$ cat src/design/scok_pkg.sv
// ----------------------------------------------------------------------------
// scok_pkg: shared types and constants of the swap-cipher keystream block
// Item types between front and back, schedule sizes and the bit exchange.
// ----------------------------------------------------------------------------
package scok_pkg;

    localparam int ROUNDS       = 4;
    localparam int SCHED_PASSES = 768;
    localparam int PERM_DEPTH   = 128;
    localparam int PERM_AW      = 7;
    localparam int PERM_W       = 5;
    localparam int DATA_W       = 136;

    localparam logic ACT_SCHED = 1'b0;
    localparam logic ACT_DATA  = 1'b1;

    localparam logic REG_KEY_HIGH = 1'b0;
    localparam logic REG_KEY_LOW  = 1'b1;

    // one queued word, count already clamped to sixteen
    typedef struct packed {
        logic        action;
        logic [63:0] word_high;
        logic [63:0] word_low;
        logic [4:0]  byte_count;
    } item_t;

    // queue head as seen by the back part
    typedef struct packed {
        logic  valid;
        item_t item;
    } queue_t;

    // exchange bits p and q of w
    function automatic logic [31:0] exch_bits(input logic [31:0] w,
                                              input logic [4:0] p,
                                              input logic [4:0] q);
        logic        diff;
        logic [31:0] m;
        diff = w[p] ^ w[q];
        m = (32'(diff) << p) | (32'(diff) << q);
        return w ^ m;
    endfunction

endpackage

$ cat src/design/scok_ram.sv
// ----------------------------------------------------------------------------
// scok_ram: generic single-write, dual-read memory
// Registered read data on both read ports.
// ----------------------------------------------------------------------------
module scok_ram #(
    parameter int WIDTH = 8,
    parameter int DEPTH = 32
) (
    input  logic                     aclk,
    input  logic                     we,
    input  logic [$clog2(DEPTH)-1:0] waddr,
    input  logic [WIDTH-1:0]         wdata,
    input  logic [$clog2(DEPTH)-1:0] raddr_a,
    input  logic [$clog2(DEPTH)-1:0] raddr_b,
    output logic [WIDTH-1:0]         rdata_a,
    output logic [WIDTH-1:0]         rdata_b
);
    logic [WIDTH-1:0] mem [DEPTH];

    always_ff @(posedge aclk) begin
        if (we) begin
            mem[waddr] <= wdata;
        end
        rdata_a <= mem[raddr_a];
        rdata_b <= mem[raddr_b];
    end
endmodule

$ cat src/design/scok_front.sv
// ----------------------------------------------------------------------------
// scok_front: input word acceptance and two-entry queue
// Classifies each word, clamps the byte count and queues it for the back.
// ----------------------------------------------------------------------------
module scok_front (
    input  logic                  aclk,
    input  logic                  aresetn,
    input  logic                  s_tvalid,
    output logic                  s_tready,
    input  logic [135:0]          s_tdata,
    input  logic                  s_tuser,
    output scok_pkg::queue_t      q_head,
    input  logic                  q_pop
);
    scok_pkg::item_t ent_reg [2];
    logic            wr_ptr_reg, rd_ptr_reg;
    logic [1:0]      cnt_reg;
    scok_pkg::item_t in_item;
    logic            push;

    // classify incoming word
    always_comb begin
        in_item.action    = s_tuser;
        in_item.word_high = s_tdata[63:0];
        in_item.word_low  = s_tdata[127:64];
        in_item.byte_count = (s_tdata[132:128] > 5'd16) ? 5'd16 : s_tdata[132:128];
    end

    assign s_tready     = (cnt_reg != 2'd2);
    assign push         = s_tvalid && s_tready;
    assign q_head.valid = (cnt_reg != 2'd0);
    assign q_head.item  = ent_reg[rd_ptr_reg];

    // queue storage
    always_ff @(posedge aclk) begin
        if (push) begin
            ent_reg[wr_ptr_reg] <= in_item;
        end
    end

    // queue pointers
    always_ff @(posedge aclk) begin
        if (!aresetn) begin
            wr_ptr_reg <= 1'b0;
            rd_ptr_reg <= 1'b0;
            cnt_reg    <= 2'd0;
        end else begin
            if (push) begin
                wr_ptr_reg <= ~wr_ptr_reg;
            end
            if (q_pop) begin
                rd_ptr_reg <= ~rd_ptr_reg;
            end
            case ({push, q_pop})
                2'b10:   cnt_reg <= cnt_reg + 2'd1;
                2'b01:   cnt_reg <= cnt_reg - 2'd1;
                default: cnt_reg <= cnt_reg;
            endcase
        end
    end
endmodule

$ cat src/design/scok_back.sv
// ----------------------------------------------------------------------------
// scok_back: key schedule and keystream engine
// Runs the schedule sequencer and the round sequencer on one permutation RAM.
// ----------------------------------------------------------------------------
module scok_back (
    input  logic                  aclk,
    input  logic                  aresetn,
    input  logic                  cfg_valid,
    output logic                  cfg_ready,
    input  logic                  cfg_index,
    input  logic [63:0]           cfg_data,
    input  scok_pkg::queue_t      q_head,
    output logic                  q_pop,
    output logic                  m_tvalid,
    input  logic                  m_tready,
    output logic [135:0]          m_tdata
);
    localparam logic [3:0] ST_FILL  = 4'd0;
    localparam logic [3:0] ST_IDLE  = 4'd1;
    localparam logic [3:0] ST_WORDS = 4'd2;
    localparam logic [3:0] ST_SRD   = 4'd3;
    localparam logic [3:0] ST_SW1   = 4'd4;
    localparam logic [3:0] ST_SW2   = 4'd5;
    localparam logic [3:0] ST_PRD   = 4'd6;
    localparam logic [3:0] ST_PEND  = 4'd7;
    localparam logic [3:0] ST_ADD   = 4'd8;
    localparam logic [3:0] ST_OUT   = 4'd9;

    localparam logic [9:0] PASS_LAST  = 10'(scok_pkg::SCHED_PASSES - 1);
    localparam logic [1:0] ROUND_LAST = 2'(scok_pkg::ROUNDS - 1);

    logic [3:0]        state_reg;
    logic              sched_pend_reg;
    logic [63:0]       key_high_reg, key_low_reg;
    logic [15:0][31:0] rw_reg;
    logic [31:0]       add_reg, acc_reg;
    logic [3:0][31:0]  chain_reg;
    logic [15:0][7:0]  kb_reg;
    logic [4:0]        idx_reg;
    logic [4:0]        step_reg;
    logic [9:0]        pass_reg;
    logic [1:0]        perm_reg;
    logic [6:0]        fill_reg;
    logic [1:0]        round_reg, grp_reg;
    logic [4:0]        ccnt_reg;
    logic              pend_reg;
    logic [31:0]       w_reg;
    logic [4:0]        swp_a_reg;
    scok_pkg::item_t   cur_reg;
    logic              ovalid_reg;
    logic [135:0]      odata_reg;

    logic                             ram_we;
    logic [scok_pkg::PERM_AW-1:0]     ram_waddr, ram_raddr_a, ram_raddr_b;
    logic [scok_pkg::PERM_W-1:0]      ram_wdata, ram_rdata_a, ram_rdata_b;

    logic [31:0] sum4;
    logic [4:0]  idx_next;
    logic [31:0] w_swp, w_fin;
    logic [3:0][31:0] chain_add;
    logic [31:0] ks_hi_a, ks_hi_b, ks_lo_a, ks_lo_b;
    logic [63:0] out_hi, out_lo;

    assign cfg_ready = 1'b1;
    assign q_pop     = (state_reg == ST_IDLE) && q_head.valid;
    assign m_tvalid  = ovalid_reg;
    assign m_tdata   = odata_reg;

    // permutation table
    scok_ram #(.WIDTH(scok_pkg::PERM_W), .DEPTH(scok_pkg::PERM_DEPTH)) u_perm (
        .aclk    (aclk),
        .we      (ram_we),
        .waddr   (ram_waddr),
        .wdata   (ram_wdata),
        .raddr_a (ram_raddr_a),
        .raddr_b (ram_raddr_b),
        .rdata_a (ram_rdata_a),
        .rdata_b (ram_rdata_b)
    );

    // running sum, schedule index and swap chain datapath
    assign sum4     = rw_reg[0] + rw_reg[1] + rw_reg[2] + rw_reg[3];
    assign idx_next = idx_reg + kb_reg[0][4:0];
    assign w_swp    = pend_reg ? scok_pkg::exch_bits(w_reg, ram_rdata_a, ram_rdata_b) : w_reg;
    assign w_fin    = w_swp ^ chain_reg[grp_reg - 2'd1] ^ rw_reg[{round_reg, grp_reg}];

    always_comb begin
        for (int i = 0; i < 4; i++) begin
            chain_add[i] = chain_reg[i] + add_reg;
        end
    end

    // output masking, bytes past the count cleared
    assign ks_hi_a = chain_reg[0];
    assign ks_hi_b = chain_reg[1];
    assign ks_lo_a = chain_reg[2];
    assign ks_lo_b = chain_reg[3];
    always_comb begin
        out_hi = cur_reg.word_high ^ {ks_hi_a, ks_hi_b};
        out_lo = cur_reg.word_low ^ {ks_lo_a, ks_lo_b};
        for (int j = 0; j < 8; j++) begin
            if (5'(j) >= cur_reg.byte_count) begin
                out_hi[63 - 8*j -: 8] = 8'h00;
            end
            if (5'(j + 8) >= cur_reg.byte_count) begin
                out_lo[63 - 8*j -: 8] = 8'h00;
            end
        end
    end

    // ram port control
    always_comb begin
        ram_we      = 1'b0;
        ram_waddr   = {perm_reg, pass_reg[4:0]};
        ram_wdata   = ram_rdata_b;
        ram_raddr_a = {grp_reg, ccnt_reg};
        ram_raddr_b = {grp_reg, ccnt_reg + 5'd1};
        case (state_reg)
            ST_FILL: begin
                ram_we    = 1'b1;
                ram_waddr = fill_reg;
                ram_wdata = fill_reg[4:0];
            end
            ST_SRD: begin
                ram_raddr_a = {perm_reg, pass_reg[4:0]};
                ram_raddr_b = {perm_reg, idx_next};
            end
            ST_SW1: begin
                ram_we = 1'b1;
            end
            ST_SW2: begin
                ram_we    = 1'b1;
                ram_waddr = {perm_reg, idx_reg};
                ram_wdata = swp_a_reg;
            end
            default: begin
                ram_we = 1'b0;
            end
        endcase
    end

    // key registers
    always_ff @(posedge aclk) begin
        if (!aresetn) begin
            key_high_reg <= '0;
            key_low_reg  <= '0;
        end else if (cfg_valid) begin
            case (cfg_index)
                scok_pkg::REG_KEY_HIGH: key_high_reg <= cfg_data;
                scok_pkg::REG_KEY_LOW:  key_low_reg  <= cfg_data;
                default:                key_low_reg  <= key_low_reg;
            endcase
        end
    end

    // payload and working registers
    always_ff @(posedge aclk) begin
        case (state_reg)
            ST_IDLE: begin
                cur_reg   <= q_head.item;
                round_reg <= 2'd0;
                grp_reg   <= 2'd0;
                ccnt_reg  <= 5'd0;
                pend_reg  <= 1'b0;
                w_reg     <= chain_reg[0];
                step_reg  <= 5'd0;
                pass_reg  <= 10'd0;
                perm_reg  <= 2'd0;
                idx_reg   <= 5'd0;
                for (int i = 0; i < 8; i++) begin
                    kb_reg[i]     <= key_high_reg[63 - 8*i -: 8];
                    kb_reg[8 + i] <= key_low_reg[63 - 8*i -: 8];
                end
            end
            ST_SRD: begin
                idx_reg <= idx_next;
                kb_reg  <= {kb_reg[0] + kb_reg[1], kb_reg[15:1]};
            end
            ST_SW1: begin
                swp_a_reg <= ram_rdata_a;
            end
            ST_SW2: begin
                pass_reg <= (pass_reg == PASS_LAST) ? 10'd0 : pass_reg + 10'd1;
                if (pass_reg == PASS_LAST) begin
                    perm_reg <= perm_reg + 2'd1;
                end
            end
            ST_WORDS: begin
                step_reg <= step_reg + 5'd1;
                if (step_reg == 5'd0) begin
                    acc_reg <= sum4 + 32'h0000_0001;
                end else begin
                    acc_reg <= sum4 + acc_reg;
                end
            end
            ST_PRD: begin
                w_reg    <= w_swp;
                pend_reg <= 1'b1;
                ccnt_reg <= ccnt_reg + 5'd1;
            end
            ST_PEND: begin
                pend_reg <= 1'b0;
                ccnt_reg <= 5'd0;
                grp_reg  <= grp_reg + 2'd1;
                w_reg    <= chain_reg[grp_reg + 2'd1];
            end
            ST_ADD: begin
                round_reg <= round_reg + 2'd1;
                w_reg     <= chain_add[0];
            end
            default: begin
                pend_reg <= pend_reg;
            end
        endcase
    end

    // state words: round words, additive word, chain block
    always_ff @(posedge aclk) begin
        if (!aresetn) begin
            rw_reg    <= '0;
            add_reg   <= '0;
            chain_reg <= '0;
        end else begin
            case (state_reg)
                ST_IDLE: begin
                    if (q_head.valid && q_head.item.action == scok_pkg::ACT_SCHED) begin
                        chain_reg <= {q_head.item.word_low[31:0], q_head.item.word_low[63:32],
                                      q_head.item.word_high[31:0],
                                      q_head.item.word_high[63:32]};
                        rw_reg[0] <= key_high_reg[63:32];
                        rw_reg[1] <= key_high_reg[31:0];
                        rw_reg[2] <= key_low_reg[63:32];
                        rw_reg[3] <= key_low_reg[31:0];
                    end
                end
                ST_WORDS: begin
                    if (step_reg == 5'd17) begin
                        add_reg <= sum4 + acc_reg;
                    end else if (step_reg != 5'd0) begin
                        rw_reg[step_reg[3:0] - 4'd1] <= sum4 + acc_reg;
                    end
                end
                ST_PEND: begin
                    chain_reg[grp_reg] <= w_fin;
                end
                ST_ADD: begin
                    chain_reg <= chain_add;
                end
                default: begin
                    add_reg <= add_reg;
                end
            endcase
        end
    end

    // output register
    always_ff @(posedge aclk) begin
        if (state_reg == ST_OUT && (!ovalid_reg || m_tready)) begin
            odata_reg <= {3'b000, cur_reg.byte_count, out_lo, out_hi};
        end
    end

    // sequencer
    always_ff @(posedge aclk) begin
        if (!aresetn) begin
            state_reg      <= ST_FILL;
            sched_pend_reg <= 1'b0;
            fill_reg       <= 7'd0;
            ovalid_reg     <= 1'b0;
        end else begin
            if (state_reg == ST_OUT && (!ovalid_reg || m_tready)) begin
                ovalid_reg <= 1'b1;
            end else if (m_tready) begin
                ovalid_reg <= 1'b0;
            end
            case (state_reg)
                ST_FILL: begin
                    fill_reg <= fill_reg + 7'd1;
                    if (fill_reg == 7'(scok_pkg::PERM_DEPTH - 1)) begin
                        state_reg      <= sched_pend_reg ? ST_SRD : ST_IDLE;
                        sched_pend_reg <= 1'b0;
                    end
                end
                ST_IDLE: begin
                    if (q_head.valid) begin
                        state_reg <= (q_head.item.action == scok_pkg::ACT_SCHED) ?
                                     ST_WORDS : ST_PRD;
                    end
                end
                ST_WORDS: begin
                    if (step_reg == 5'd17) begin
                        state_reg      <= ST_FILL;
                        sched_pend_reg <= 1'b1;
                    end
                end
                ST_SRD:  state_reg <= ST_SW1;
                ST_SW1:  state_reg <= ST_SW2;
                ST_SW2: begin
                    if (pass_reg == PASS_LAST && perm_reg == 2'd3) begin
                        state_reg <= ST_IDLE;
                    end else begin
                        state_reg <= ST_SRD;
                    end
                end
                ST_PRD: begin
                    if (ccnt_reg == 5'd30) begin
                        state_reg <= ST_PEND;
                    end
                end
                ST_PEND: begin
                    state_reg <= (grp_reg == 2'd3) ? ST_ADD : ST_PRD;
                end
                ST_ADD: begin
                    state_reg <= (round_reg == ROUND_LAST) ? ST_OUT : ST_PRD;
                end
                ST_OUT: begin
                    if (!ovalid_reg || m_tready) begin
                        state_reg <= ST_IDLE;
                    end
                end
                default: state_reg <= ST_IDLE;
            endcase
        end
    end

    // no word is taken while the table is swept or the engine is busy
    a_pop_idle: assert property (@(posedge aclk) disable iff (!aresetn)
        q_pop |-> state_reg == ST_IDLE)
        else $error("queue popped outside idle");

    // a result appears only after the round sequencer finished
    a_out_src: assert property (@(posedge aclk) disable iff (!aresetn)
        $rose(ovalid_reg) |-> $past(state_reg == ST_OUT))
        else $error("result raised outside output state");

    // the swap chain never issues past the last pair
    a_chain_cnt: assert property (@(posedge aclk) disable iff (!aresetn)
        state_reg == ST_PRD |-> ccnt_reg <= 5'd30)
        else $error("swap chain counter overrun");

    // table writes only happen in sweep or swap states
    a_ram_we: assert property (@(posedge aclk) disable iff (!aresetn)
        ram_we |-> (state_reg == ST_FILL || state_reg == ST_SW1 || state_reg == ST_SW2))
        else $error("table written outside schedule");
endmodule

$ cat src/design/swap_cipher_ofb_keystream.sv
// ----------------------------------------------------------------------------
// swap_cipher_ofb_keystream: swap-cipher keystream block, output feedback
// Top level joining the input queue and the schedule and round engine.
// ----------------------------------------------------------------------------
// Input words arrive on s_ (tuser = action): action 0 loads the IV from
// tdata and runs the key schedule from the two key registers, written on the
// cfg_ port (index 0 key high, 1 key low); the user must write them only
// while the block is idle; the block itself does not enforce it. Action 0
// gives no result. Action 1 advances the chain block and returns one word on
// m_: data XOR keystream, bytes past the count zeroed, count clamped to 16.
// A data word runs four rounds of four words, each word a 31-step swap chain
// driven by one dual-read permutation RAM, plus an add step a round. A
// schedule word derives the round words, sweeps the table to identity and
// makes 3072 table swaps, each a read and two writes. After reset the table
// is swept to identity; words queue in the front meanwhile. A two-word queue
// takes input while the engine works; a stalled receiver holds the result
// register and the engine waits before writing the next result.
// ----------------------------------------------------------------------------
module swap_cipher_ofb_keystream (
    input  logic         aclk,
    input  logic         aresetn,
    input  logic         cfg_valid,
    output logic         cfg_ready,
    input  logic         cfg_index,
    input  logic [63:0]  cfg_data,
    input  logic         s_tvalid,
    output logic         s_tready,
    input  logic [135:0] s_tdata,   // word_high, word_low, byte_count, zero pad
    input  logic         s_tuser,   // action
    output logic         m_tvalid,
    input  logic         m_tready,
    output logic [135:0] m_tdata    // out_high, out_low, out_count, zero pad
);
    scok_pkg::queue_t q_head;
    logic             q_pop;

    // input side
    scok_front u_front (
        .aclk     (aclk),
        .aresetn  (aresetn),
        .s_tvalid (s_tvalid),
        .s_tready (s_tready),
        .s_tdata  (s_tdata),
        .s_tuser  (s_tuser),
        .q_head   (q_head),
        .q_pop    (q_pop)
    );

    // engine side
    scok_back u_back (
        .aclk      (aclk),
        .aresetn   (aresetn),
        .cfg_valid (cfg_valid),
        .cfg_ready (cfg_ready),
        .cfg_index (cfg_index),
        .cfg_data  (cfg_data),
        .q_head    (q_head),
        .q_pop     (q_pop),
        .m_tvalid  (m_tvalid),
        .m_tready  (m_tready),
        .m_tdata   (m_tdata)
    );
endmodule

$ cat config.mk
export PLATFORM = sky130hd
export DESIGN_NAME = swap_cipher_ofb_keystream
export DESIGN_NICKNAME = d
export VERILOG_FILES = /design/src/design/scok_pkg.sv /design/src/design/scok_ram.sv /design/src/design/scok_front.sv /design/src/design/scok_back.sv /design/src/design/swap_cipher_ofb_keystream.sv
export SDC_FILE = /design/constraint.sdc
export NUM_CORES = 2
export LEC_CHECK = 0
export ABC_AREA = 0
export BUFFER_PORTS_ARGS = -buffer_cell sky130_fd_sc_hd__buf_2
export CORE_MARGIN = 10
export CORE_UTILIZATION = 35
export CTS_CLUSTER_SIZE = 30
export DETAILED_ROUTE_END_ITERATION = 16
export SLEW_MARGIN = 10
export SYNTH_ARGS = -nofsm -noshare
export SYNTH_HDL_FRONTEND = slang
export SYNTH_SLANG_ARGS = --single-unit
$ cat constraint.sdc
create_clock -name aclk -period 8.1 [get_ports aclk]
set_input_delay 1.62 -clock aclk [delete_from_list [all_inputs] [get_ports aclk]]
set_output_delay 1.62 -clock aclk [all_outputs]
set_load 0.005 [all_outputs]
==> impl_results.md <==
* CTS tree: done
* Post-CTS setup buffer count at 0
* GRT Util Overall at 21.6%
* Net Sw Power at 5190 uW
* YS warnings at 0
* Max Root-Sink Buffers at 4
* Seq pwr share at roughly half
* Max FFs per register at 640
* Total CTS buffers at 238
* Most frequent cells after synthesis: nand2_1 (2,117), edfxtp_1 (1,355), dfxtp_1 (828), clkbuf_1 (716), a21oi_1 (601)
* Starting density of the core at between 30% and 40%
* Sw frac at between 20% and 30%
* Placer Congestion at 0.956
* Post-detailed-route DRC marker count at 0
* Avg Cell Area, Syn at roughly 10 sq um
* Worst vdd ir at 176 uV
* Hold WC Path Type: reg -> reg
* Slew Limit Headroom at 13.4%
* DR iter-0 viols at 10,343
* First-pass GRT wire length at 562,000 um
* Fin worst setup slack at 641 ps
* Synth Cell Area at 111,000 sq um
* Clock Skew at ~70 ps
* Initial antenna violation count at 57
* Number of global-route vias before repair at 82,441
* Cts repair resizes at 0
* # setup viols final at 0
* Final HPWL DP at about 260,000 um
* Die ar. at 341,000 sq um
* Comb pwr share at under 10%
* # rows at 207
* Total negative slack at 0 ps
* Die height at slightly below 600 um
* DRT Pass-1 Iters at 9
* Post-synth cell types at 88
* Period utilization at between 90% and 100%
* Routed vias at 87,564
* Vias per cell at 5.75
* Max Clk Rate at 0.134 GHz
* Layout cells sized above 1 at 12.4%
* Sinks on Clock Net at 2,183
* Prevailing post-synth register cell: edfxtp_1
* Leakage at about 0.045 uW
* Post-Syn Instances at 10,867
* R2r startpoint: u_back.rw_reg[1]$_SDFFE_PN0P_
* Root buffer cell: clkbuf_16
* Area Growth Syn to Fin at 12.5%
* Nature of the critical path startpoint: flop
* Seq cells post-synth at 2,183
* # port buffers at 338
* Critical-path maximum fanout at 14
* Pwr/cell area at 188 nW/um^2
* # Max-Cap Violations at 0
* H-tree Lvls at 4
* Outcome: completed
* Die width at 584 um
* Maximum number of pins on one net before global-route repair at between 150 and 200
* Critical path class: reg -> reg
* Critical R2R Capture: u_back.rw_reg[95]$_SDFFE_PN0P_
* Min-delay src: u_back.key_low_reg[38]$_SDFFE_PN0P_
* Synth area leaders: edfxtp_1 (37%), dfxtp_1 (15%), nand2_1 (7.1%), mux4_2 (4.1%), a211oi_1 (3.3%)
* Worst Hold Path EP: u_back.key_low_reg[38]$_SDFFE_PN0P_
* Internal Power at 18,400 uW
* Hold depth at 2
* Synth top area share at 36.5%
* Place WS at 769 ps
* Max Slew Vio Count at 0
* Final net count at between 10,000 and 15,000
* CP Capture Type: flop
* R2R Setup Slk at 640 ps
* CP Data Required Time at 8850 ps
* # IOs at between 300 and 400
* GRT overflow at 0
* Hold buffers post-CTS at 0
* Core Region at 318,000 sq um
* Most frequent cell after synthesis: nand2_1
* Arr. time, crit path at 8210 ps
* Sequential area share after synthesis at roughly 51%
* Final hold violation count at 0
* Final Critical Period at between 7000 and 8000 ps
* CTS clk-pin slew, worst paths at 60 ps
* Asr flop ratio synth at 0%
* R2R cell count at 25
* Clk pwr share at 46.8%
* RSZ-0062 raised after global routing: no
* Leading area contributor after synthesis: edfxtp_1
* Routed Antenna Nets at 0
* Post-Route WL at 388,000 um
* Post-DR wirelength/cell at roughly 25 um
* Worst slew pin tran at approximately 1300 ps
* Post-synth EDFFs at 1,355
* Clk_lat worst skew at 930 ps
critical path: stages (launching register included):
cell,delay (ps)
dfxtp_1,330
inv_1,70
fa_1,500
fa_1,490
inv_1,50
ha_1,210
fa_1,460
a21o_1,220
a22oi_1,290
a211o_1,250
o22ai_1,180
a311o_1,430
a21boi_0,220
xor2_1,500
inv_1,100
ha_1,420
nand2_1,140
nor3_1,290
nor2b_1,170
o211ai_1,140
a21oi_1,340
a31oi_1,170
xnor2_1,290
xor2_2,710
buf_4,260
a21oi_1,70
through the flow:
| step | cell area [sq um] | utilization [%] | cells | hold slack, ps | total power [uW] |
|---|---|---|---|---|---|
| 2_1_floorplan | 111000 | - | 10869 | 403 | 12500 |
| 3_3_place_gp | 117000 | 37.0 | 14778 | 447 | 12800 |
| 3_5_place_dp | 117000 | 37.0 | 14778 | 449 | 12800 |
| 4_1_cts | 125000 | 39.5 | 15222 | 458 | 23800 |
| 5_1_grt | 125000 | 39.5 | 15226 | 478 | 24200 |
| 6_report | 125000 | 39.5 | 15233 | 457 | 23600 |
kinds of logic (layout without fill, tap and decap cells):
logic type,Yosys count,after routing,share of synthesized area [%]
other,2,15,0.00674
buffers and inverters,1024,1197,3.52
adder cells (fa/ha/maj),285,285,3.67
multiplexers,417,417,6.22
XOR/XNOR,461,461,3.66
AND/OR/NAND/NOR,3509,3509,13.7
AO/OA/AOI/OAI,2986,2986,17.8
flip-flops,2183,2183,51.4
cell usage in the layout, fill, tap and decap left out, types with 87 or more instances in the layout:
cell	synthesis	final
dfxtp_1	828	827
buf_4	6	174
a21oi_1	601	597
a211oi_1	490	490
nand2_1	2117	2111
a221oi_1	87	87
nand3_1	117	104
o22ai_1	137	137
ha_1	216	215
xor2_1	135	129
inv_1	225	224
a31oi_1	194	194
mux2_2	156	155
a311oi_1	164	164
o21ai_0	533	529
clkbuf_16	0	245
xnor2_1	320	307
a21boi_0	245	245
mux4_2	204	204
edfxtp_1	1355	1355
buf_2	22	337
and2_1	489	485
nor2_1	515	506
a21o_1	132	131
layout make-up:
type	count	area, sq um
fillers	30818	192000
multi-input cells	7662	50800
clock buffers	324	6710
inverters	227	865
well taps	4180	5230
clock inverters	120	1170
repair buffers	526	3290
flip-flops and latches	2183	57300
diodes	11	27.5
worst max path at each step:
stage                                       start                         endpoint  slack [ps]  depth (start not counted)
floorplan                                s_tvalid  u_front.ent_reg[0][0]$_DFFE_PP_         180                          2
global placement    u_back.rw_reg[1]$_SDFFE_PN0P_   u_back.rw_reg[31]$_SDFFE_PN0P_         760                         25
detailed placement  u_back.rw_reg[1]$_SDFFE_PN0P_   u_back.rw_reg[31]$_SDFFE_PN0P_         770                         25
CTS                 u_back.rw_reg[1]$_SDFFE_PN0P_   u_back.rw_reg[63]$_SDFFE_PN0P_         740                         25
global route        u_back.rw_reg[1]$_SDFFE_PN0P_   u_back.rw_reg[63]$_SDFFE_PN0P_         250                         25
finish              u_back.rw_reg[1]$_SDFFE_PN0P_   u_back.rw_reg[95]$_SDFFE_PN0P_         640                         25
power by group through the flow:
stage | Clock (uW) | Sequential, uW | Combinational [uW]
4_1_cts | 11200 | 12000 | 579
3_3_place_gp | 0 | 12200 | 572
5_1_grt | 11600 | 12000 | 618
3_5_place_dp | 0 | 12200 | 577
2_1_floorplan | 0 | 12200 | 293
6_report | 11000 | 12000 | 581
layer usage:
| layer | vias to the layer above | GRT usage, % | wire [um] |
|---|---|---|---|
| li1 | 39629 | - | - |
| met1 | 42932 | 29.9 | 164000 |
| met2 | 4148 | 33.1 | 171000 |
| met3 | 799 | 4.64 | 36800 |
| met4 | 56 | 7.89 | 15700 |
| met5 | - | 0 | 382 |
(Power assumes the default switching activity.)
